**config.mk**
```make
export PLATFORM = sky130hd
export DESIGN_NAME = digitizer_event_deframer_core_flat
export DESIGN_NICKNAME = d
export VERILOG_FILES = /design/src/rtl/ded_pkg.sv /design/src/rtl/ded_if.sv /design/src/rtl/ded_div.sv /design/src/rtl/ded_ctrl.sv /design/src/rtl/ded_dp.sv /design/src/rtl/digitizer_event_deframer_core.sv /design/src/flat_wrapper.sv
export VERILOG_INCLUDE_DIRS = /design/src /design/src/rtl
export SDC_FILE = /design/constraint.sdc
export NUM_CORES = 1
export LEC_CHECK = 0
export BUFFER_PORTS_ARGS = -buffer_cell sky130_fd_sc_hd__buf_2
export CAP_MARGIN = 30
export CORE_MARGIN = 5
export CORE_UTILIZATION = 30
export CTS_CLUSTER_DIAMETER = 200
export DETAILED_ROUTE_END_ITERATION = 10
export PLACE_DENSITY = 0.48
export SLEW_MARGIN = 20
export SYNTH_ARGS = -nofsm -noshare
export SYNTH_HDL_FRONTEND = slang
export SYNTH_SLANG_ARGS = --single-unit
```
**constraint.sdc**
```tcl
create_clock -name clk_i -period 18.74 [get_ports clk_i]
set_input_delay 1.874 -clock clk_i [delete_from_list [all_inputs] [get_ports clk_i]]
set_output_delay 1.874 -clock clk_i [all_outputs]
set_load 0.05 [all_outputs]
```
**src/rtl/digitizer_event_deframer_core_macros.svh**
```systemverilog
// Assertion macros of the deframer RTL, used by the controller.
// Self-contained; the asserting module includes this file by name.
`ifndef DIGITIZER_EVENT_DEFRAMER_CORE_MACROS_SVH
`define DIGITIZER_EVENT_DEFRAMER_CORE_MACROS_SVH

// Concurrent assertion on an explicit clock, disabled while reset is low.
`define DED_ASSERT_AT(name, clk, rst_n, prop, msg) \
  name: assert property (@(posedge clk) disable iff (!rst_n) prop) else $error(msg);

// Same, on the block clock and reset.
`define DED_ASSERT(name, prop, msg) \
  `DED_ASSERT_AT(name, clk_i, rst_ni, prop, msg)

`endif

```
**src/rtl/ded_pkg.sv**
```systemverilog
// Types and constants of the digitizer event deframer.
// No dependencies; imported by every deframer module.
`timescale 1ns / 1ps

package ded_pkg;

  localparam int unsigned WORD_W   = 32;
  localparam int unsigned COUNT_W  = 28;
  localparam int unsigned ACTIVE_W = 5;
  localparam int unsigned PULSE_W  = 20;
  localparam int unsigned SIDX_W   = 21;
  localparam int unsigned SAMP_W   = 15;
  localparam int unsigned OFF_W    = 14;
  localparam int unsigned MASK_W   = 16;
  localparam int unsigned CH_W     = 4;
  localparam int unsigned PIDX_W   = 8;
  localparam int unsigned PSTART_W = 22;
  localparam int unsigned EVNUM_W  = 24;
  localparam int unsigned TRIG_W   = 31;
  localparam int unsigned CFG_IDX_W  = 2;
  localparam int unsigned CFG_DATA_W = 14;

  localparam logic [OFF_W-1:0]  BASELINE_RST = 14'd4095;
  localparam logic [PIDX_W-1:0] PIDX_MAX     = 8'hFF;
  localparam logic              KIND_HEADER  = 1'b0;
  localparam logic              KIND_PAIR    = 1'b1;

  typedef enum logic [2:0] {
    PH_SIZE,
    PH_MASK,
    PH_NUMBER,
    PH_TIME,
    PH_DATA
  } phase_e;

  typedef enum logic [CFG_IDX_W-1:0] {
    CFG_ZERO_SUPP = 2'd0,
    CFG_WIDE_MASK = 2'd1,
    CFG_BASELINE  = 2'd2
  } cfg_idx_e;

  typedef enum logic {
    ST_RUN,
    ST_DIV
  } ctrl_state_e;

  typedef struct packed {
    logic accept;
    logic load_out;
    logic div_start;
  } ded_cmd_t;

  typedef struct packed {
    logic produce;
    logic need_div;
    logic div_done;
  } ded_sts_t;

endpackage

```
**src/rtl/ded_if.sv**
```systemverilog
// Handshake channel interfaces of the deframer: readout words, results, register writes.
// Depends on ded_pkg for field widths.
`timescale 1ns / 1ps

interface ded_in_if;
  import ded_pkg::*;
  logic              valid;
  logic              ready;
  logic [WORD_W-1:0] data_word;
  modport source (output valid, output data_word, input ready);
  modport sink   (input valid, input data_word, output ready);
endinterface

interface ded_out_if;
  import ded_pkg::*;
  logic                       valid;
  logic                       ready;
  logic                       kind;
  logic [CH_W-1:0]            channel;
  logic [PIDX_W-1:0]          pulse_index;
  logic [SIDX_W-1:0]          sample_index;
  logic signed [SAMP_W-1:0]   sample_first;
  logic signed [SAMP_W-1:0]   sample_second;
  logic [PSTART_W-1:0]        pulse_start;
  logic [EVNUM_W-1:0]         event_number;
  logic [TRIG_W-1:0]          trigger_time;
  logic [MASK_W-1:0]          present_mask;
  logic                       last;
  modport source (output valid, output kind, output channel, output pulse_index,
                  output sample_index, output sample_first, output sample_second,
                  output pulse_start, output event_number, output trigger_time,
                  output present_mask, output last, input ready);
  modport sink   (input valid, input kind, input channel, input pulse_index,
                  input sample_index, input sample_first, input sample_second,
                  input pulse_start, input event_number, input trigger_time,
                  input present_mask, input last, output ready);
endinterface

interface ded_cfg_if;
  import ded_pkg::*;
  logic                  valid;
  logic                  ready;
  logic [CFG_IDX_W-1:0]  index;
  logic [CFG_DATA_W-1:0] data;
  modport source (output valid, output index, output data, input ready);
  modport sink   (input valid, input index, input data, output ready);
endinterface

```
**src/rtl/ded_div.sv**
```systemverilog
// Restoring divider, one quotient bit per cycle, for words per channel.
// Depends on ded_pkg.
`timescale 1ns / 1ps

module ded_div import ded_pkg::*; (
  input  logic                clk_i,
  input  logic                rst_ni,
  input  logic                start_i,
  input  logic [COUNT_W-1:0]  dividend_i,
  input  logic [ACTIVE_W-1:0] divisor_i,
  output logic                done_o,
  output logic [COUNT_W-1:0]  quotient_o
);

  localparam int unsigned ITER_W = $clog2(COUNT_W);
  localparam logic [ITER_W-1:0] ITER_LAST = ITER_W'(COUNT_W - 1);

  logic                  busy_q, busy_d;
  logic [ITER_W-1:0]     iter_q, iter_d;
  logic [COUNT_W-1:0]    quo_q, quo_d;
  logic [ACTIVE_W-2:0]   rem_q, rem_d;
  logic [ACTIVE_W-1:0]   div_q, div_d;
  logic [ACTIVE_W-1:0]   rem_sh;
  logic                  qbit;

  // The remainder stays below the divisor (at most 16), so four bits hold it.
  assign rem_sh     = {rem_q, quo_q[COUNT_W-1]};
  assign qbit       = (rem_sh >= div_q);
  assign done_o     = busy_q && (iter_q == ITER_LAST);
  assign quotient_o = {quo_q[COUNT_W-2:0], qbit};

  always_comb begin
    busy_d = busy_q;
    iter_d = iter_q;
    quo_d  = quo_q;
    rem_d  = rem_q;
    div_d  = div_q;
    if (start_i) begin
      busy_d = 1'b1;
      iter_d = '0;
      quo_d  = dividend_i;
      rem_d  = '0;
      div_d  = divisor_i;
    end else if (busy_q) begin
      quo_d  = {quo_q[COUNT_W-2:0], qbit};
      rem_d  = qbit ? (ACTIVE_W-1)'(rem_sh - div_q) : rem_sh[ACTIVE_W-2:0];
      iter_d = iter_q + 1'b1;
      if (done_o) begin
        busy_d = 1'b0;
      end
    end
  end

  always_ff @(posedge clk_i or negedge rst_ni) begin
    if (!rst_ni) begin
      busy_q <= 1'b0;
      iter_q <= '0;
    end else begin
      busy_q <= busy_d;
      iter_q <= iter_d;
    end
  end

  always_ff @(posedge clk_i) begin
    quo_q <= quo_d;
    rem_q <= rem_d;
    div_q <= div_d;
  end

endmodule

```
**src/rtl/ded_ctrl.sv**
```systemverilog
// Controller of the deframer: input and output handshakes, divide wait state.
// Depends on ded_pkg and the assertion macro header.
`timescale 1ns / 1ps
`include "digitizer_event_deframer_core_macros.svh"

module ded_ctrl import ded_pkg::*; (
  input  logic     clk_i,
  input  logic     rst_ni,
  input  logic     in_valid_i,
  input  logic     out_ready_i,
  input  ded_sts_t sts_i,
  output logic     in_ready_o,
  output logic     out_valid_o,
  output ded_cmd_t cmd_o
);

  ctrl_state_e state_q, state_d;
  logic        out_valid_q, out_valid_d;

  always_comb begin
    state_d = state_q;
    unique case (state_q)
      ST_RUN: begin
        if (in_valid_i && in_ready_o && sts_i.need_div) begin
          state_d = ST_DIV;
        end
      end
      ST_DIV: begin
        if (sts_i.div_done) begin
          state_d = ST_RUN;
        end
      end
      default: state_d = ST_RUN;
    endcase
  end

  // In the run state, a new word is taken whenever the result register is free or being emptied.
  always_comb begin
    in_ready_o        = (state_q == ST_RUN) && (!out_valid_q || out_ready_i);
    cmd_o.accept      = in_valid_i && in_ready_o;
    cmd_o.load_out    = cmd_o.accept && sts_i.produce;
    cmd_o.div_start   = cmd_o.accept && sts_i.need_div;
    out_valid_d       = out_valid_q;
    if (cmd_o.load_out) begin
      out_valid_d = 1'b1;
    end else if (out_ready_i) begin
      out_valid_d = 1'b0;
    end
    out_valid_o = out_valid_q;
  end

  always_ff @(posedge clk_i or negedge rst_ni) begin
    if (!rst_ni) begin
      state_q     <= ST_RUN;
      out_valid_q <= 1'b0;
    end else begin
      state_q     <= state_d;
      out_valid_q <= out_valid_d;
    end
  end

  `DED_ASSERT(a_div_enter, cmd_o.div_start |=> state_q == ST_DIV, "divide start did not enter wait state")
  `DED_ASSERT(a_div_done_in_wait, sts_i.div_done |-> state_q == ST_DIV, "divide finished outside wait state")
  `DED_ASSERT(a_no_overwrite, cmd_o.load_out |-> !(out_valid_q && !out_ready_i), "pending result overwritten")

endmodule

```
**src/rtl/ded_dp.sv**
```systemverilog
// Datapath of the deframer: header and event state, word decode, result register.
// Depends on ded_pkg and ded_div.
`timescale 1ns / 1ps

module ded_dp import ded_pkg::*; #(
  parameter int unsigned NUM_CHANNELS = 8
) (
  input  logic                    clk_i,
  input  logic                    rst_ni,
  input  ded_cmd_t                cmd_i,
  output ded_sts_t                sts_o,
  input  logic [WORD_W-1:0]       data_word_i,
  input  logic                    cfg_we_i,
  input  logic [CFG_IDX_W-1:0]    cfg_index_i,
  input  logic [CFG_DATA_W-1:0]   cfg_data_i,
  output logic                    kind_o,
  output logic [CH_W-1:0]         channel_o,
  output logic [PIDX_W-1:0]       pulse_index_o,
  output logic [SIDX_W-1:0]       sample_index_o,
  output logic signed [SAMP_W-1:0] sample_first_o,
  output logic signed [SAMP_W-1:0] sample_second_o,
  output logic [PSTART_W-1:0]     pulse_start_o,
  output logic [EVNUM_W-1:0]      event_number_o,
  output logic [TRIG_W-1:0]       trigger_time_o,
  output logic [MASK_W-1:0]       present_mask_o,
  output logic                    last_o
);

  localparam logic [MASK_W-1:0] CH_MASK = MASK_W'((64'd1 << NUM_CHANNELS) - 64'd1);

  // Configuration registers.
  logic              zs_q;
  logic              wide_q;
  logic [OFF_W-1:0]  off_q;

  // Event state.
  phase_e             phase_q, phase_d;
  logic [COUNT_W-1:0] wl_q, wl_d;
  logic [MASK_W-1:0]  mleft_q, mleft_d;
  logic [MASK_W-1:0]  emask_q, emask_d;
  logic [CH_W-1:0]    ch_q, ch_d;
  logic [COUNT_W-1:0] wpc_q, wpc_d;
  logic [COUNT_W-1:0] cwl_q, cwl_d;
  logic [PULSE_W-1:0] pwl_q, pwl_d;
  logic [PULSE_W-1:0] tc_q, tc_d;
  logic [PIDX_W-1:0]  pc_q, pc_d;
  logic [SIDX_W-1:0]  sc_q, sc_d;
  logic [EVNUM_W-1:0] evnum_q, evnum_d;
  logic [TRIG_W-1:0]  trig_q, trig_d;

  // Result register.
  logic                    o_kind_q;
  logic [CH_W-1:0]         o_ch_q;
  logic [PIDX_W-1:0]       o_pidx_q;
  logic [SIDX_W-1:0]       o_sidx_q;
  logic [SAMP_W-1:0]       o_s1_q, o_s2_q;
  logic [PSTART_W-1:0]     o_pstart_q;
  logic [EVNUM_W-1:0]      o_evnum_q;
  logic [TRIG_W-1:0]       o_trig_q;
  logic [MASK_W-1:0]       o_mask_q;
  logic                    o_last_q;

  // Decode of the current word.
  logic                    r_kind;
  logic [CH_W-1:0]         r_ch;
  logic [PIDX_W-1:0]       r_pidx;
  logic [SIDX_W-1:0]       r_sidx;
  logic [PSTART_W-1:0]     r_pstart;
  logic [TRIG_W-1:0]       r_trig;
  logic                    r_last;
  logic                    produce;

  logic [WORD_W-1:0]   w;
  logic                first_found;
  logic [CH_W-1:0]     first_idx;
  logic [MASK_W-1:0]   hdr_mask;
  logic [ACTIVE_W-1:0] act_cnt;
  logic [COUNT_W-1:0]  wl_hdr;
  logic [COUNT_W-1:0]  wl_dec;
  logic [COUNT_W-1:0]  size_field;
  logic [PULSE_W-1:0]  len_field;
  logic [PULSE_W-1:0]  start_pos;
  logic [SAMP_W-1:0]   off_ext;
  logic [SAMP_W-1:0]   samp_a, samp_b;
  logic                div_done;
  logic [COUNT_W-1:0]  div_quot;

  assign w          = data_word_i;
  assign hdr_mask   = emask_q & CH_MASK;
  assign wl_hdr     = (wl_q > COUNT_W'(4)) ? wl_q - COUNT_W'(4) : '0;
  assign wl_dec     = (wl_q != '0) ? wl_q - 1'b1 : '0;
  assign size_field = w[COUNT_W-1:0];
  assign len_field  = w[PULSE_W-1:0];
  assign start_pos  = tc_q - sc_q[SIDX_W-1:1];
  assign off_ext    = zs_q ? {1'b0, off_q} : '0;
  assign samp_a     = {1'b0, w[13:0]} - off_ext;
  assign samp_b     = {1'b0, w[29:16]} - off_ext;

  // Lowest remaining channel and active channel count.
  always_comb begin
    first_found = 1'b0;
    first_idx   = '0;
    act_cnt     = '0;
    for (int i = MASK_W - 1; i >= 0; i--) begin
      if (mleft_q[i]) begin
        first_found = 1'b1;
        first_idx   = CH_W'(i);
      end
    end
    for (int i = 0; i < MASK_W; i++) begin
      act_cnt = act_cnt + ACTIVE_W'(hdr_mask[i]);
    end
  end

  ded_div u_div (
    .clk_i      (clk_i),
    .rst_ni     (rst_ni),
    .start_i    (cmd_i.div_start),
    .dividend_i (wl_hdr),
    .divisor_i  (act_cnt),
    .done_o     (div_done),
    .quotient_o (div_quot)
  );

  assign sts_o.produce  = produce;
  assign sts_o.need_div = (phase_q == PH_TIME) && (act_cnt != '0);
  assign sts_o.div_done = div_done;

  always_comb begin
    phase_d  = phase_q;
    wl_d     = wl_q;
    mleft_d  = mleft_q;
    emask_d  = emask_q;
    ch_d     = ch_q;
    wpc_d    = wpc_q;
    cwl_d    = cwl_q;
    pwl_d    = pwl_q;
    tc_d     = tc_q;
    pc_d     = pc_q;
    sc_d     = sc_q;
    evnum_d  = evnum_q;
    trig_d   = trig_q;
    produce  = 1'b0;
    r_kind   = KIND_PAIR;
    r_ch     = '0;
    r_pidx   = '0;
    r_sidx   = '0;
    r_pstart = '0;
    r_trig   = trig_q;
    r_last   = (wl_dec == '0);

    unique case (phase_q)
      PH_SIZE: begin
        wl_d    = size_field;
        phase_d = PH_MASK;
      end
      PH_MASK: begin
        emask_d = {8'h00, w[7:0]};
        phase_d = PH_NUMBER;
      end
      PH_NUMBER: begin
        evnum_d = w[EVNUM_W-1:0];
        trig_d  = '0;
        if (wide_q) begin
          emask_d[15:8] = w[31:24];
        end
        phase_d = PH_TIME;
      end
      PH_TIME: begin
        trig_d  = w[TRIG_W-1:0];
        wl_d    = wl_hdr;
        mleft_d = hdr_mask;
        // With channels active the divider fills in words per channel.
        wpc_d   = '0;
        ch_d    = '0;
        cwl_d   = '0;
        pwl_d   = '0;
        tc_d    = '0;
        pc_d    = '0;
        sc_d    = '0;
        produce = 1'b1;
        r_kind  = KIND_HEADER;
        r_trig  = w[TRIG_W-1:0];
        r_last  = (wl_hdr == '0);
        phase_d = r_last ? PH_SIZE : PH_DATA;
      end
      PH_DATA: begin
        wl_d    = wl_dec;
        phase_d = r_last ? PH_SIZE : PH_DATA;
        if (!zs_q) begin
          if (cwl_q == '0) begin
            if ((wpc_q != '0) && first_found) begin
              mleft_d = mleft_q & ~(MASK_W'(1) << first_idx);
              ch_d    = first_idx;
              r_ch    = first_idx;
              r_sidx  = '0;
              cwl_d   = wpc_q - 1'b1;
              sc_d    = SIDX_W'(2);
              produce = 1'b1;
            end
          end else begin
            r_ch    = ch_q;
            r_sidx  = sc_q;
            cwl_d   = cwl_q - 1'b1;
            sc_d    = sc_q + SIDX_W'(2);
            produce = 1'b1;
          end
        end else if ((cwl_q == '0) && (pwl_q == '0)) begin
          // Channel size word: opens the next channel block.
          cwl_d = (size_field != '0) ? size_field - 1'b1 : '0;
          if (first_found) begin
            mleft_d = mleft_q & ~(MASK_W'(1) << first_idx);
            ch_d    = first_idx;
          end
          tc_d = '0;
          pc_d = '0;
          sc_d = '0;
        end else begin
          if (cwl_q != '0) begin
            cwl_d = cwl_q - 1'b1;
          end
          if (pwl_q == '0) begin
            // Control word: bit 31 clear skips time, set opens a pulse.
            if (!w[31]) begin
              tc_d = tc_q + len_field;
            end else begin
              sc_d  = '0;
              pwl_d = len_field;
              if ((len_field == '0) && (pc_q != PIDX_MAX)) begin
                pc_d = pc_q + 1'b1;
              end
            end
          end else begin
            r_ch     = ch_q;
            r_pidx   = pc_q;
            r_sidx   = sc_q;
            r_pstart = {start_pos, 2'b00};
            produce  = 1'b1;
            sc_d     = sc_q + SIDX_W'(2);
            tc_d     = tc_q + 1'b1;
            pwl_d    = pwl_q - 1'b1;
            if ((pwl_q == PULSE_W'(1)) && (pc_q != PIDX_MAX)) begin
              pc_d = pc_q + 1'b1;
            end
          end
        end
      end
      default: phase_d = PH_SIZE;
    endcase
  end

  always_ff @(posedge clk_i or negedge rst_ni) begin
    if (!rst_ni) begin
      zs_q    <= 1'b0;
      wide_q  <= 1'b0;
      off_q   <= BASELINE_RST;
      phase_q <= PH_SIZE;
      wl_q    <= '0;
      mleft_q <= '0;
      emask_q <= '0;
      ch_q    <= '0;
      wpc_q   <= '0;
      cwl_q   <= '0;
      pwl_q   <= '0;
      tc_q    <= '0;
      pc_q    <= '0;
      sc_q    <= '0;
      evnum_q <= '0;
      trig_q  <= '0;
    end else begin
      if (cfg_we_i) begin
        unique case (cfg_idx_e'(cfg_index_i))
          CFG_ZERO_SUPP: zs_q   <= cfg_data_i[0];
          CFG_WIDE_MASK: wide_q <= cfg_data_i[0];
          CFG_BASELINE:  off_q  <= cfg_data_i[OFF_W-1:0];
          default: ;
        endcase
      end
      if (cmd_i.accept) begin
        phase_q <= phase_d;
        wl_q    <= wl_d;
        mleft_q <= mleft_d;
        emask_q <= emask_d;
        ch_q    <= ch_d;
        wpc_q   <= wpc_d;
        cwl_q   <= cwl_d;
        pwl_q   <= pwl_d;
        tc_q    <= tc_d;
        pc_q    <= pc_d;
        sc_q    <= sc_d;
        evnum_q <= evnum_d;
        trig_q  <= trig_d;
      end else if (div_done) begin
        wpc_q <= div_quot;
      end
    end
  end

  always_ff @(posedge clk_i) begin
    if (cmd_i.load_out) begin
      o_kind_q   <= r_kind;
      o_ch_q     <= r_ch;
      o_pidx_q   <= r_pidx;
      o_sidx_q   <= r_sidx;
      o_s1_q     <= (r_kind == KIND_PAIR) ? samp_a : '0;
      o_s2_q     <= (r_kind == KIND_PAIR) ? samp_b : '0;
      o_pstart_q <= r_pstart;
      o_evnum_q  <= evnum_q;
      o_trig_q   <= r_trig;
      o_mask_q   <= emask_q;
      o_last_q   <= r_last;
    end
  end

  assign kind_o          = o_kind_q;
  assign channel_o       = o_ch_q;
  assign pulse_index_o   = o_pidx_q;
  assign sample_index_o  = o_sidx_q;
  assign sample_first_o  = o_s1_q;
  assign sample_second_o = o_s2_q;
  assign pulse_start_o   = o_pstart_q;
  assign event_number_o  = o_evnum_q;
  assign trigger_time_o  = o_trig_q;
  assign present_mask_o  = o_mask_q;
  assign last_o          = o_last_q;

endmodule

```
**src/rtl/digitizer_event_deframer_core.sv**
```systemverilog
// Output: a result is loaded into the output register as its word is accepted.
// Input: one readout word per cycle while the result register is free or being emptied,
// except after the trigger-time header word of an event with active channels, where the
// bit-serial divide for words per channel (one quotient bit per cycle) holds off the next word.
// Reset: asynchronous, active low; clears all event state, baseline offset returns to 4095.
// Depends on ded_pkg, ded_if, ded_ctrl, ded_dp.
`timescale 1ns / 1ps

module digitizer_event_deframer_core import ded_pkg::*; #(
  parameter int unsigned NUM_CHANNELS = 8
) (
  input  logic         clk_i,
  input  logic         rst_ni,
  ded_in_if.sink       in_if,
  ded_out_if.source    out_if,
  ded_cfg_if.sink      cfg_if
);

  ded_cmd_t cmd;
  ded_sts_t sts;

  // Register writes are taken in any cycle.
  assign cfg_if.ready = 1'b1;

  ded_ctrl u_ctrl (
    .clk_i       (clk_i),
    .rst_ni      (rst_ni),
    .in_valid_i  (in_if.valid),
    .out_ready_i (out_if.ready),
    .sts_i       (sts),
    .in_ready_o  (in_if.ready),
    .out_valid_o (out_if.valid),
    .cmd_o       (cmd)
  );

  ded_dp #(
    .NUM_CHANNELS (NUM_CHANNELS)
  ) u_dp (
    .clk_i           (clk_i),
    .rst_ni          (rst_ni),
    .cmd_i           (cmd),
    .sts_o           (sts),
    .data_word_i     (in_if.data_word),
    .cfg_we_i        (cfg_if.valid),
    .cfg_index_i     (cfg_if.index),
    .cfg_data_i      (cfg_if.data),
    .kind_o          (out_if.kind),
    .channel_o       (out_if.channel),
    .pulse_index_o   (out_if.pulse_index),
    .sample_index_o  (out_if.sample_index),
    .sample_first_o  (out_if.sample_first),
    .sample_second_o (out_if.sample_second),
    .pulse_start_o   (out_if.pulse_start),
    .event_number_o  (out_if.event_number),
    .trigger_time_o  (out_if.trigger_time),
    .present_mask_o  (out_if.present_mask),
    .last_o          (out_if.last)
  );

endmodule

```
**src/flat_wrapper.sv**
```systemverilog
// flat-port wrapper written by rule: the top's interface ports become plain ports
module digitizer_event_deframer_core_flat import ded_pkg::*;
#(
  parameter int unsigned NUM_CHANNELS = 8
)
  (clk_i, rst_ni, in_if_valid, in_if_data_word, in_if_ready, out_if_valid, out_if_kind, out_if_channel, out_if_pulse_index, out_if_sample_index, out_if_sample_first, out_if_sample_second, out_if_pulse_start, out_if_event_number, out_if_trigger_time, out_if_present_mask, out_if_last, out_if_ready, cfg_if_valid, cfg_if_index, cfg_if_data, cfg_if_ready);
  ded_in_if in_if_i ();
  ded_out_if out_if_i ();
  ded_cfg_if cfg_if_i ();
  input  logic clk_i;
  input  logic rst_ni;
  input wire logic [$bits(in_if_i.valid)-1:0] in_if_valid;
  input wire logic [$bits(in_if_i.data_word)-1:0] in_if_data_word;
  output wire logic [$bits(in_if_i.ready)-1:0] in_if_ready;
  output wire logic [$bits(out_if_i.valid)-1:0] out_if_valid;
  output wire logic [$bits(out_if_i.kind)-1:0] out_if_kind;
  output wire logic [$bits(out_if_i.channel)-1:0] out_if_channel;
  output wire logic [$bits(out_if_i.pulse_index)-1:0] out_if_pulse_index;
  output wire logic [$bits(out_if_i.sample_index)-1:0] out_if_sample_index;
  output wire logic [$bits(out_if_i.sample_first)-1:0] out_if_sample_first;
  output wire logic [$bits(out_if_i.sample_second)-1:0] out_if_sample_second;
  output wire logic [$bits(out_if_i.pulse_start)-1:0] out_if_pulse_start;
  output wire logic [$bits(out_if_i.event_number)-1:0] out_if_event_number;
  output wire logic [$bits(out_if_i.trigger_time)-1:0] out_if_trigger_time;
  output wire logic [$bits(out_if_i.present_mask)-1:0] out_if_present_mask;
  output wire logic [$bits(out_if_i.last)-1:0] out_if_last;
  input wire logic [$bits(out_if_i.ready)-1:0] out_if_ready;
  input wire logic [$bits(cfg_if_i.valid)-1:0] cfg_if_valid;
  input wire logic [$bits(cfg_if_i.index)-1:0] cfg_if_index;
  input wire logic [$bits(cfg_if_i.data)-1:0] cfg_if_data;
  output wire logic [$bits(cfg_if_i.ready)-1:0] cfg_if_ready;
  assign in_if_i.valid = in_if_valid;
  assign in_if_i.data_word = in_if_data_word;
  assign in_if_ready = in_if_i.ready;
  assign out_if_valid = out_if_i.valid;
  assign out_if_kind = out_if_i.kind;
  assign out_if_channel = out_if_i.channel;
  assign out_if_pulse_index = out_if_i.pulse_index;
  assign out_if_sample_index = out_if_i.sample_index;
  assign out_if_sample_first = out_if_i.sample_first;
  assign out_if_sample_second = out_if_i.sample_second;
  assign out_if_pulse_start = out_if_i.pulse_start;
  assign out_if_event_number = out_if_i.event_number;
  assign out_if_trigger_time = out_if_i.trigger_time;
  assign out_if_present_mask = out_if_i.present_mask;
  assign out_if_last = out_if_i.last;
  assign out_if_i.ready = out_if_ready;
  assign cfg_if_i.valid = cfg_if_valid;
  assign cfg_if_i.index = cfg_if_index;
  assign cfg_if_i.data = cfg_if_data;
  assign cfg_if_ready = cfg_if_i.ready;
  digitizer_event_deframer_core #(.NUM_CHANNELS(NUM_CHANNELS)) u_core (.clk_i(clk_i), .rst_ni(rst_ni), .in_if(in_if_i), .out_if(out_if_i), .cfg_if(cfg_if_i));
endmodule
```
# After elaboration in Yosys (flattened, before gate mapping)
# Cells that the tools add are included.
# classes
shift	1
eq_ne	25
add_sub_neg	22
n_mux	118
n_reduce_logical	48
n_lt_le_gt_ge	2
bitwise	5
# op_table
operator	count
$mux 28	13
$mux 21	10
$mux 20	8
$reduce_bool 28->1	4
$sub 28x1->28 const B	4
$mux 4	27
$logic_not 28->1	3
$pmux 28 s3	1
$mux 16	5
$pmux 20 s2	2
$pmux 31 s2	1
$mux 8	7
$pmux 28 s2	1
$pmux 21 s2	1
$logic_not 20->1	2
$pmux 16 s2	1
$pmux 8 s2	2
$mux 31	1
$sub 14x14->15	2
$mux 1	29
$gt 28x3->1 const B	1
$sub 28x3->28 const B	1
$ne 4x4->1 const B	6
$add 21x2->21 const B	1
other kinds (49)	88
# word_totals
wordCells	257
out_inout_bits	161
register_bits	466

# Depth between registers and ports, before layout
# Gate-level depths: netlist (run 1).
# depth
ltp_word	23
mapped_depth	20
ltp_nobuf	16

# Hierarchy
# A second synthesis (run 1) with hierarchy kept.
# unflattened
hier_cells	2757
hier_area_um2	26273.9
# modules_own_cells
module	seq_area_each_um2	n_inst	area_per_inst_um2	cells_each
ded_dp	11255.8	1	23966.7	2583
ded_div	1221.2	1	2172.1	159
ded_ctrl	50.0	1	123.9	13
digitizer_event_deframer_core	0.0	1	11.3	2

# Least setup slack after synthesis (run 1)
# No wires, ideal clock.
# synth_timing
kind	input port to flip-flop
startpoint	in out_if_ready
endpoint	reg u_core.u_ctrl.out_valid_q, in the netlist u_core.u_ctrl.out_valid_o
path_stages	5
required_time_ps	18626
path_slack_ps	7313
path_buffers	0
arrival_time_ps	11314
path_cell_list	nor2b_1 nor2_1 nand2_1 a21oi_1 or2_2
# synth_lines
item	line	text
start: declaration	flat_wrapper.sv:27	input wire logic [$bits(out_if_i.ready)-1:0] out_if_ready;
end signal: assignment	ded_ctrl.sv:58	out_valid_q <= out_valid_d;
end: declaration	ded_ctrl.sv:18	logic out_valid_q, out_valid_d;

# Final worst setup path (run 1)
# layout_timing
startpoint	reg u_core.u_dp.pwl_q[4]
endpoint	reg u_core.u_dp.tc_q[19]
# layout_via
elab_chain_cells	5
elab_cells_between_ends	8
classes_between	eq/ne (1); mux (4); reduce/logical (3)
# layout_rtl
item	line	text
start: declaration	ded_dp.sv:44	logic [PULSE_W-1:0] pwl_q, pwl_d;
start signal: assignment	ded_dp.sv:287	pwl_q <= pwl_d;
$logic_not 20->1 *	ded_dp.sv:208, ded_dp.sv:222	
$mux 20 or $logic_and 1x1->1 (tied branches)	ded_dp.sv:222, ded_dp.sv:208	
$mux 20	ded_dp.sv:208	end else if ((cwl_q == '0) && (pwl_q == '0)) begin
$mux 20	ded_dp.sv:190	if (!zs_q) begin
$pmux 20 s2	ded_dp.sv:152	unique case (phase_q)
end signal: assignment	ded_dp.sv:288	tc_q <= tc_d;
end: declaration	ded_dp.sv:45	logic [PULSE_W-1:0] tc_q, tc_d;
# Every way passes the cells marked *; elsewhere a longest branch is shown, timed or not. The select of a mux whose other input is x is not followed.
# A chain may end at the register's enable or synchronous reset.

==> results of run 1 <==
[worst max-delay path by stage]
stage                                       from                               endpoint  slack (ns)  cells after the start
3_5_place_dp                  in_if_data_word[0]       u_core.u_dp.tc_q[18]$_DFFE_PN0P_       13.66                     15
3_3_place_gp                  in_if_data_word[0]       u_core.u_dp.tc_q[18]$_DFFE_PN0P_       13.71                     15
6_report        u_core.u_dp.pwl_q[4]$_DFFE_PN0P_       u_core.u_dp.tc_q[19]$_DFFE_PN0P_       14.01                     16
5_1_grt        u_core.u_dp.pwl_q[14]$_DFFE_PN0P_       u_core.u_dp.tc_q[19]$_DFFE_PN0P_       13.58                     16
2_1_floorplan                       out_if_ready  u_core.u_ctrl.out_valid_o$_DFFE_PN0P_        7.31                      5
4_1_cts        u_core.u_dp.pwl_q[14]$_DFFE_PN0P_       u_core.u_dp.tc_q[19]$_DFFE_PN0P_       13.69                     15
[metal layers]
metal | wire, um | global-route usage (%) | vias up | share of wire [%]
li1 | - | - | 9924 | -
met1 | 37200 | 24.5 | 10355 | 43
met2 | 40600 | 30.5 | 681 | 47
met3 | 4480 | 2.54 | 154 | 5.2
met4 | 3540 | 6.95 | 0 | 4.1
met5 | 0 | 0 | - | 0
[flip-flops by register name, summed over array words and instances, names as in the netlist, 5 cells and up]
| signal | flops |
|---|---|
| u_core.u_dp.cwl_q | 28 |
| u_core.u_dp.emask_q | 16 |
| u_core.u_dp.event_number_o | 24 |
| u_core.u_dp.evnum_q | 24 |
| u_core.u_dp.mleft_q | 16 |
| u_core.u_dp.off_q | 14 |
| u_core.u_dp.pc_q | 8 |
| u_core.u_dp.present_mask_o | 16 |
| u_core.u_dp.pulse_index_o | 8 |
| u_core.u_dp.pulse_start_o | 20 |
| u_core.u_dp.pwl_q | 20 |
| u_core.u_dp.sample_first_o | 15 |
| u_core.u_dp.sample_index_o | 21 |
| u_core.u_dp.sample_second_o | 15 |
| u_core.u_dp.sc_q | 20 |
| u_core.u_dp.tc_q | 20 |
| u_core.u_dp.trig_q | 31 |
| u_core.u_dp.trigger_time_o | 31 |
| u_core.u_dp.u_div.iter_q | 5 |
| u_core.u_dp.u_div.quo_q | 28 |
| u_core.u_dp.wl_q | 28 |
| u_core.u_dp.wpc_q | 28 |
[metrics by stage]
step	total power [mW]	worst slack [ns]
after floorplan	2.69	7.31
after global placement	3.09	13.71
after detailed placement	3.12	13.66
after CTS	4.26	13.69
after global routing	4.49	13.58
final	4.23	14.01
[layout by cell type, fill, tap and decap left out, types with 12 or more instances in the layout]
cell type / netlist / layout
o21ai_0: 268 / 268
and2_1: 25 / 25
ha_1: 88 / 88
o21a_1: 13 / 13
o31ai_1: 45 / 45
mux2_2: 43 / 43
clkbuf_16: 0 / 56
inv_1: 77 / 77
dfrtp_1: 258 / 258
buf_2: 13 / 209
nand3_1: 29 / 29
or4_1: 12 / 12
nand4_1: 18 / 18
xor2_1: 71 / 71
dfstp_2: 12 / 12
xnor2_1: 69 / 69
and3_1: 29 / 29
nand2_1: 413 / 413
a21oi_1: 144 / 143
a22o_1: 34 / 34
nand2b_1: 24 / 24
a221oi_1: 12 / 12
o22ai_1: 22 / 22
or2_2: 12 / 12
edfxtp_1: 188 / 188
nor2_1: 246 / 243
buf_4: 8 / 26
a211oi_1: 14 / 14
a31oi_1: 17 / 17
nor4_1: 46 / 44
or3_1: 26 / 26
nor2b_1: 21 / 21
o21ai_1: 18 / 16
nor3_1: 97 / 96
[area by class of cell]
cell class	count	area, um2	share of cell area, %
multi-input cells	2000	12000	40.7
clock buffers	78	1590	5.40
well taps	1134	1420	4.81
repair buffers	244	1390	4.72
flip-flops and latches	462	12500	42.4
clock inverters	24	293	0.992
diodes	2	5.00	0.0170
inverters	77	289	0.980
[critical path, stage by stage, from the launching register on]
cell and delay, ns:
dfrtp_1 0.45, or4_1 0.62, nor3_2 0.25, and4_1 0.47, buf_8 0.22, nand2_1 0.14
inv_1 0.10, ha_1 0.24, a211oi_1 0.30, o21ai_0 0.20, a21oi_1 0.40, o311ai_0 0.25
a31o_2 0.29, a21oi_1 0.16, xnor2_1 0.09, or4_1 0.39, o21ai_0 0.08
[logic make-up (layout without fill, tap and decap cells)]
kind of cell | after synthesis | count (layout) | share of synthesized area (%)
muxes | 48 | 48 | 2.11
AOI/OAI and AO/OA | 671 | 671 | 16.0
xor gates and xnor gates | 140 | 140 | 4.84
adders and majority gates | 97 | 97 | 5.06
DFF | 462 | 462 | 49.3
other | 2 | 6 | 0.0296
and+or+nand+nor | 1040 | 1040 | 19.1
buffers and inverters | 213 | 423 | 3.50
[where the power goes]
part / total, mW / switching, mW / internal [mW] / leakage, nW
combinational: 1.57 / 1.05 / 0.525 / 5.87
sequential: 1.54 / 0.203 / 1.33 / 5.34
clock: 1.12 / 0.448 / 0.674 / 0.932
==> impl_results.md, run 1 <==
- Status: completed
- Max VDD drop: 0.0888 mV
- Initial antenna violation count: 4
- Mean post-synth cell area: approximately 9.5 um2
- Routed vias/inst: ~5.3
- R2R depth: 16
- Hold Vio Cnt, Final: 0
- Quantity of hold-fixing buffers added after cts: 0
- Minimum clock period: around 4.7 ns
- Clock buffer depth: 3
- Clock Skews: 0.0295 ns
- Setup TNS: 0 ns
- Via Count: roughly 21000
- Yosys Warn Count: 0
- RR Endpoint: u_core.u_dp.tc_q[19]$_DFFE_PN0P_
- Register area share after synthesis: ~49%
- Rel. slew slack: around a third
- CTS Sinks: 462
- Post-synth top cells: nand2_1, o21ai_0, dfrtp_1, nor2_1, edfxtp_1
- Placed insts: between 3000 and 4000
- Routability cong.: 0.890
- Final nets: between 2000 and 3000
- Mapped Cells: 2673
- Power Density: 143 nW/um2
- FP Rows: about 110
- Post-Syn Area: around 25000 um2
- Die Width: between 300 and 400 um
- Worst r2r src: u_core.u_dp.pwl_q[4]$_DFFE_PN0P_
- Final Instance Count excl. Fillers: around 4000
- Worst-Margin Slew: slightly below 1 ns
- Share of flip-flops with an asynchronous set or reset: 58.4%
- Starting density of the core: between 30% and 40%
- Worst reg-to-reg setup slack: approximately 14 ns
- Remaining DRCs: 0
- Final Cycle Share: between 20 and 30%
- Total congestion overflow: 0
- Clk root buf: clkbuf_16
- Yosys top cell area share: about 25%
- CP Data Arrival Time: 5.25 ns
- Total iterations of the first detailed-routing run: 5
- Clock latency on the worst-skew pair: a little over 0.6 ns
- Largest net degree at the start of global routing: between 150 and 200
- Critical Path Start Type: flop
- FMAX: between 200 and 250 MHz
- Number of distinct library cells after synthesis: 87
- Max-Cap Viols: 0
- Chip Height: 301 um
- #FFs+latches synth: ~460
- # IOs: between 200 and 250
- Avg WL per Cell: about 21 um
- Final WL: ~86000 um
- Final instance area: approximately 30000 um2
- Post-synth EDFFs: 188
- Hold path start: u_core.u_dp.evnum_q[5]$_DFFE_PN0P_
- Vias in the first global route: ~20000
- PortBufs: 210
- Hold depth: 0
- WHS Endpoint: u_core.u_dp.event_number_o[5]$_DFFE_PP_
- Setup violators final: 0
- H-tree depth: 2
- Post-CTS Setup Bufs: 0
- Main area contributors after synthesis: dfrtp_1, edfxtp_1, nand2_1
- Die Area: ~90000 um2
- Critical path peak fanout: 21
- Hold WS: 0.440 ns
- Max-slew violation count: 0
- CP required: 19.26 ns
- Yosys top cell by area: dfrtp_1
- Antenna viol nets, final: 0
- Drt first-iter violations: around 1900
- Core area: between 80000 and 90000 um2
- CTS tree: yes
- Unrepaired setup endpoints after global routing: false
- Fin util: about a third
- Total CTS buffers: 54
- Commonest register cell after synthesis: dfrtp_1
- Layout cell share with drive strength beyond 1: between 15 and 20%
- Most frequent cell after synthesis: nand2_1
- LEAKAGE: between 10 and 15 nW
- WS Path Type: flop to flop
- Hold Path Class: flop to flop
- Post-CTS sizing: 0
- HPWL after detailed placement: a little over 60000 um
- Synthesis-to-finish area growth: 16.5%
- First-pass GRT wire length: between 100000 and 150000 um
- Critical Path End Type: flop
- Placed Area: 27600 um2
- Gr usage total: a little under a fifth
- Clock transition at the registers of the reported paths: 0.06 ns
- Filler cells: 8536
Note: power is estimated with default switching activity, not from simulation.
==> run 2, diff against run 1 <==
- ABC_AREA: not set -> 1
- clock period: 18.74 -> 4.8 ns (I/O delays scaled with it)
==> impl_results.md, run 2 <==
- Max stage delay cell, worst path: inv_1
- Final nets: 3640 (+22%)
- CTS Sinks: 462 (unchanged)
- # IOs: 214 (unchanged)
- CP bufs+invs: 3 (+1)
- Drt first-iter violations: 2395 (+29%)
- LEAKAGE: 13.7 nW (+13%)
- Hold Vio Cnt, Final: 0 (unchanged)
- PortBufs: 210 (unchanged)
- Hold Path Class: input pin to flop
- Worst path top cell family by delay: adder cells
- CTS tree: yes
- HPWL after detailed placement: 73100 um (+19%)
- Critical Path Start Type: flop
- Most frequent CP cell: fa_1
- Inserted Diodes: 0 (-2)
- CP Cell Sequence: fa_1 -> inv_1 -> fa_1 -> fa_1 -> inv_1 -> ha_1 -> fa_1 -> xor2_1 -> nor3_1 -> nand2_1 -> nand2_1 -> inv_1 -> o21ai_0
- Core area: 88500 um2 (+5.8%)
- Hold path start: cfg_if_data[12]
- Clock latency on the worst-skew pair: 0.62 ns (about the same)
- Final WL: 98200 um (+14%)
- Via Count: 23963 (+13%)
- Yosys top cell area share: 24.1% (-1.4 points)
- Critical path peak fanout: 27 (+29%)
- Commonest cells after routing, fill and taps aside: nand2_1, inv_1, nor2_1
- Crit-path max cell delay: 0.63 ns (about the same)
- First-pass GRT wire length: 146000 um (+13%)
- CP required: 5.11 ns (-14.15 ns)
- Register area: 12500 um2 (unchanged)
- Rel. slew slack: 38.7% (+3.6 points)
- Mapped Cells: 3281 (+23%)
- Area of the multi-input gates: 12500 um2 (+3.9%)
- FP Rows: 109 (+2.8%)
- Filler cells: 9260 (+8.5%)
- Post-synth EDFFs: 188 (unchanged)
- Vias in the first global route: 22845 (+11%)
- Critical Path End Type: flop
- Routed vias/inst: 5.10 (-2.9%)
- Placed Area: 29200 um2 (+6.1%)
- Fin util: 35.1% (-0.15 points)
- H-tree depth: 2 (unchanged)
- Unrepaired setup endpoints after global routing: false
- Avg WL per Cell: 20.9 um (-2.2%)
- Register area share after synthesis: 46.7% (-2.7 points)
- Worst reg-to-reg setup slack: 0.52 ns (-13.49 ns)
- Number of distinct library cells after synthesis: 66 (-24%)
- #FFs+latches synth: 462 (unchanged)
- Die Area: 95400 um2 (+5.5%)
- Largest net degree at the start of global routing: 94 (-40%)
- Initial antenna violation count: 3 (-1)
- Mean post-synth cell area: 8.16 um2 (-14%)
- Most common cell after layout, fill and taps aside: nand2_1
- Setup violators final: 0 (unchanged)
- Total iterations of the first detailed-routing run: 5 (unchanged)
- Remaining DRCs: 0 (unchanged)
- Max-Cap Viols: 0 (unchanged)
- Antenna viol nets, final: 0 (unchanged)
- Main area contributors after synthesis: dfrtp_1, edfxtp_1, nand2_1
- Placed insts: 4596 (+17%)
- Total CTS buffers: 54 (unchanged)
- Yosys Warn Count: 0 (unchanged)
- WS Path Type: flop to flop
- Worst-Margin Slew: 0.918 ns (-0.0550 ns)
- Chip Height: 309 um (+2.7%)
- Starting density of the core: 30.3% (about the same)
- WHS Endpoint: u_core.u_dp.off_q[12]$_DFFE_PN0P_
- Clock transition at the registers of the reported paths: 0.06 ns (about the same)
- Setup TNS: 0 ns (unchanged)
- Total congestion overflow: 0 (unchanged)
- Final Instance Count excl. Fillers: 4701 (+17%)
- Die Width: 309 um (+2.7%)
- Layout cell share with drive strength beyond 1: 12.6% (-2.5 points)
- Commonest register cell after synthesis: dfrtp_1
- Clock Skews: 0.0338 ns (+0.00430 ns)
- Hold depth: 2 (+2)
- Post-Syn Area: 26800 um2 (+5.7%)
- Status: completed
- Minimum clock period: 4.28 ns (-0.445 ns)
- CP Data Arrival Time: 4.59 ns (-0.66 ns)
- Max VDD drop: 0.306 mV (+240%)
- Clock buffer depth: 3 (unchanged)
- Post-synth top cells: nand2_1, inv_1, nor2_1, o21ai_0, dfrtp_1
- Gr usage total: 20.0% (+1.6 points)
- Synthesis-to-finish area growth: 16.0%
- Final instance area: 31100 um2 (+5.3%)
- Yosys top cell by area: dfrtp_1
- RR Endpoint: u_core.u_dp.u_div.quo_q[11]$_DFFE_PP_
- FMAX: 233 MHz (+10%)
- Worst r2r src: u_core.u_dp.emask_q[0]$_DFFE_PN0P_
- Final Cycle Share: 89.2% (+64 points)
- R2R depth: 13 (-3)
- Power Density: 595 nW/um2 (+320%)
- Share of flip-flops with an asynchronous set or reset: 58.4% (unchanged)
- Max-slew violation count: 0 (unchanged)
- Clk root buf: clkbuf_16
- Most frequent cell after synthesis: nand2_1
- Routability cong.: 0.962 (+8.1%)
## run 2: cell types whose count changed after synthesis, sizes merged, moves of 44 or more
cell   delta
xnor2    -54
inv     +298
nand3   +176
a21oi    +90
nor3     -46
nor2    +127
o22ai    +44
nand2   +295
## run 2: cell families after synthesis
group           share of synthesized area, %
buf+inv                                 6.84
flops                                   46.7
fa+ha+maj                               4.78
xor+xnor                                3.89
compound gates                          14.2
simple gates                            23.1
mux                                    0.546
other cells                           0.0280
## run 2: worst max-delay path by stage
stage	start	end	slack, ns	cells after the start
2_1_floorplan	u_core.u_ctrl.out_valid_o$_DFFE_PN0P_	u_core.u_dp.channel_o[0]$_SDFFCE_PN0P_	0.08	6
3_3_place_gp	u_core.u_dp.emask_q[0]$_DFFE_PN0P_	u_core.u_dp.u_div.quo_q[0]$_DFFE_PP_	0.52	13
3_5_place_dp	u_core.u_dp.emask_q[0]$_DFFE_PN0P_	u_core.u_dp.u_div.quo_q[0]$_DFFE_PP_	0.52	13
4_1_cts	u_core.u_dp.emask_q[0]$_DFFE_PN0P_	u_core.u_dp.u_div.quo_q[11]$_DFFE_PP_	0.48	13
5_1_grt	u_core.u_dp.emask_q[0]$_DFFE_PN0P_	u_core.u_dp.u_div.quo_q[0]$_DFFE_PP_	0.20	13
6_report	u_core.u_dp.emask_q[0]$_DFFE_PN0P_	u_core.u_dp.u_div.quo_q[11]$_DFFE_PP_	0.52	13
## run 2: repair_timing
action	in CTS	in global routing
hold buffers	1	0
setup buffers	0	0
gates resized for setup	0	0
hold endpoints to repair	72	0
## run 2: metrics by stage
stage	setup WS (ns)	hold WS, ns	power [mW]
after floorplan	0.0817	0.184	11.8
after global placement	0.517	0.432	14.2
after detailed placement	0.515	0.435	14.2
after CTS	0.477	0.0691	18.6
after global routing	0.201	0.0857	19.8
final	0.516	0.0964	18.5
## run 2: final cells by class
type	count	share of cell area, %
clock buffers	75	4.93
clock inverters	27	0.866
inverters	377	4.58
multi-input cells	2348	40.2
flip-flops and latches	462	40.2
well taps	1165	4.69
repair buffers	247	4.52
## run 2: report_power, final
group / switching, mW / leakage (nW) / internal [mW] / total (mW)
clock: 1.79 / 0.874 / 2.45 / 4.23
combinational: 5.35 / 7.75 / 2.21 / 7.56
sequential: 1.01 / 5.11 / 5.69 / 6.70
## run 2: per-layer routing
layer	part of all wire, %	wire length (um)	GRT usage, %	vias up
li1	-	-	-	11508
met1	45	44100	28.5	11558
met2	47	45700	32.6	782
met3	6.0	5860	2.52	115
met4	2.5	2450	4.62	0
met5	0	0	0	-
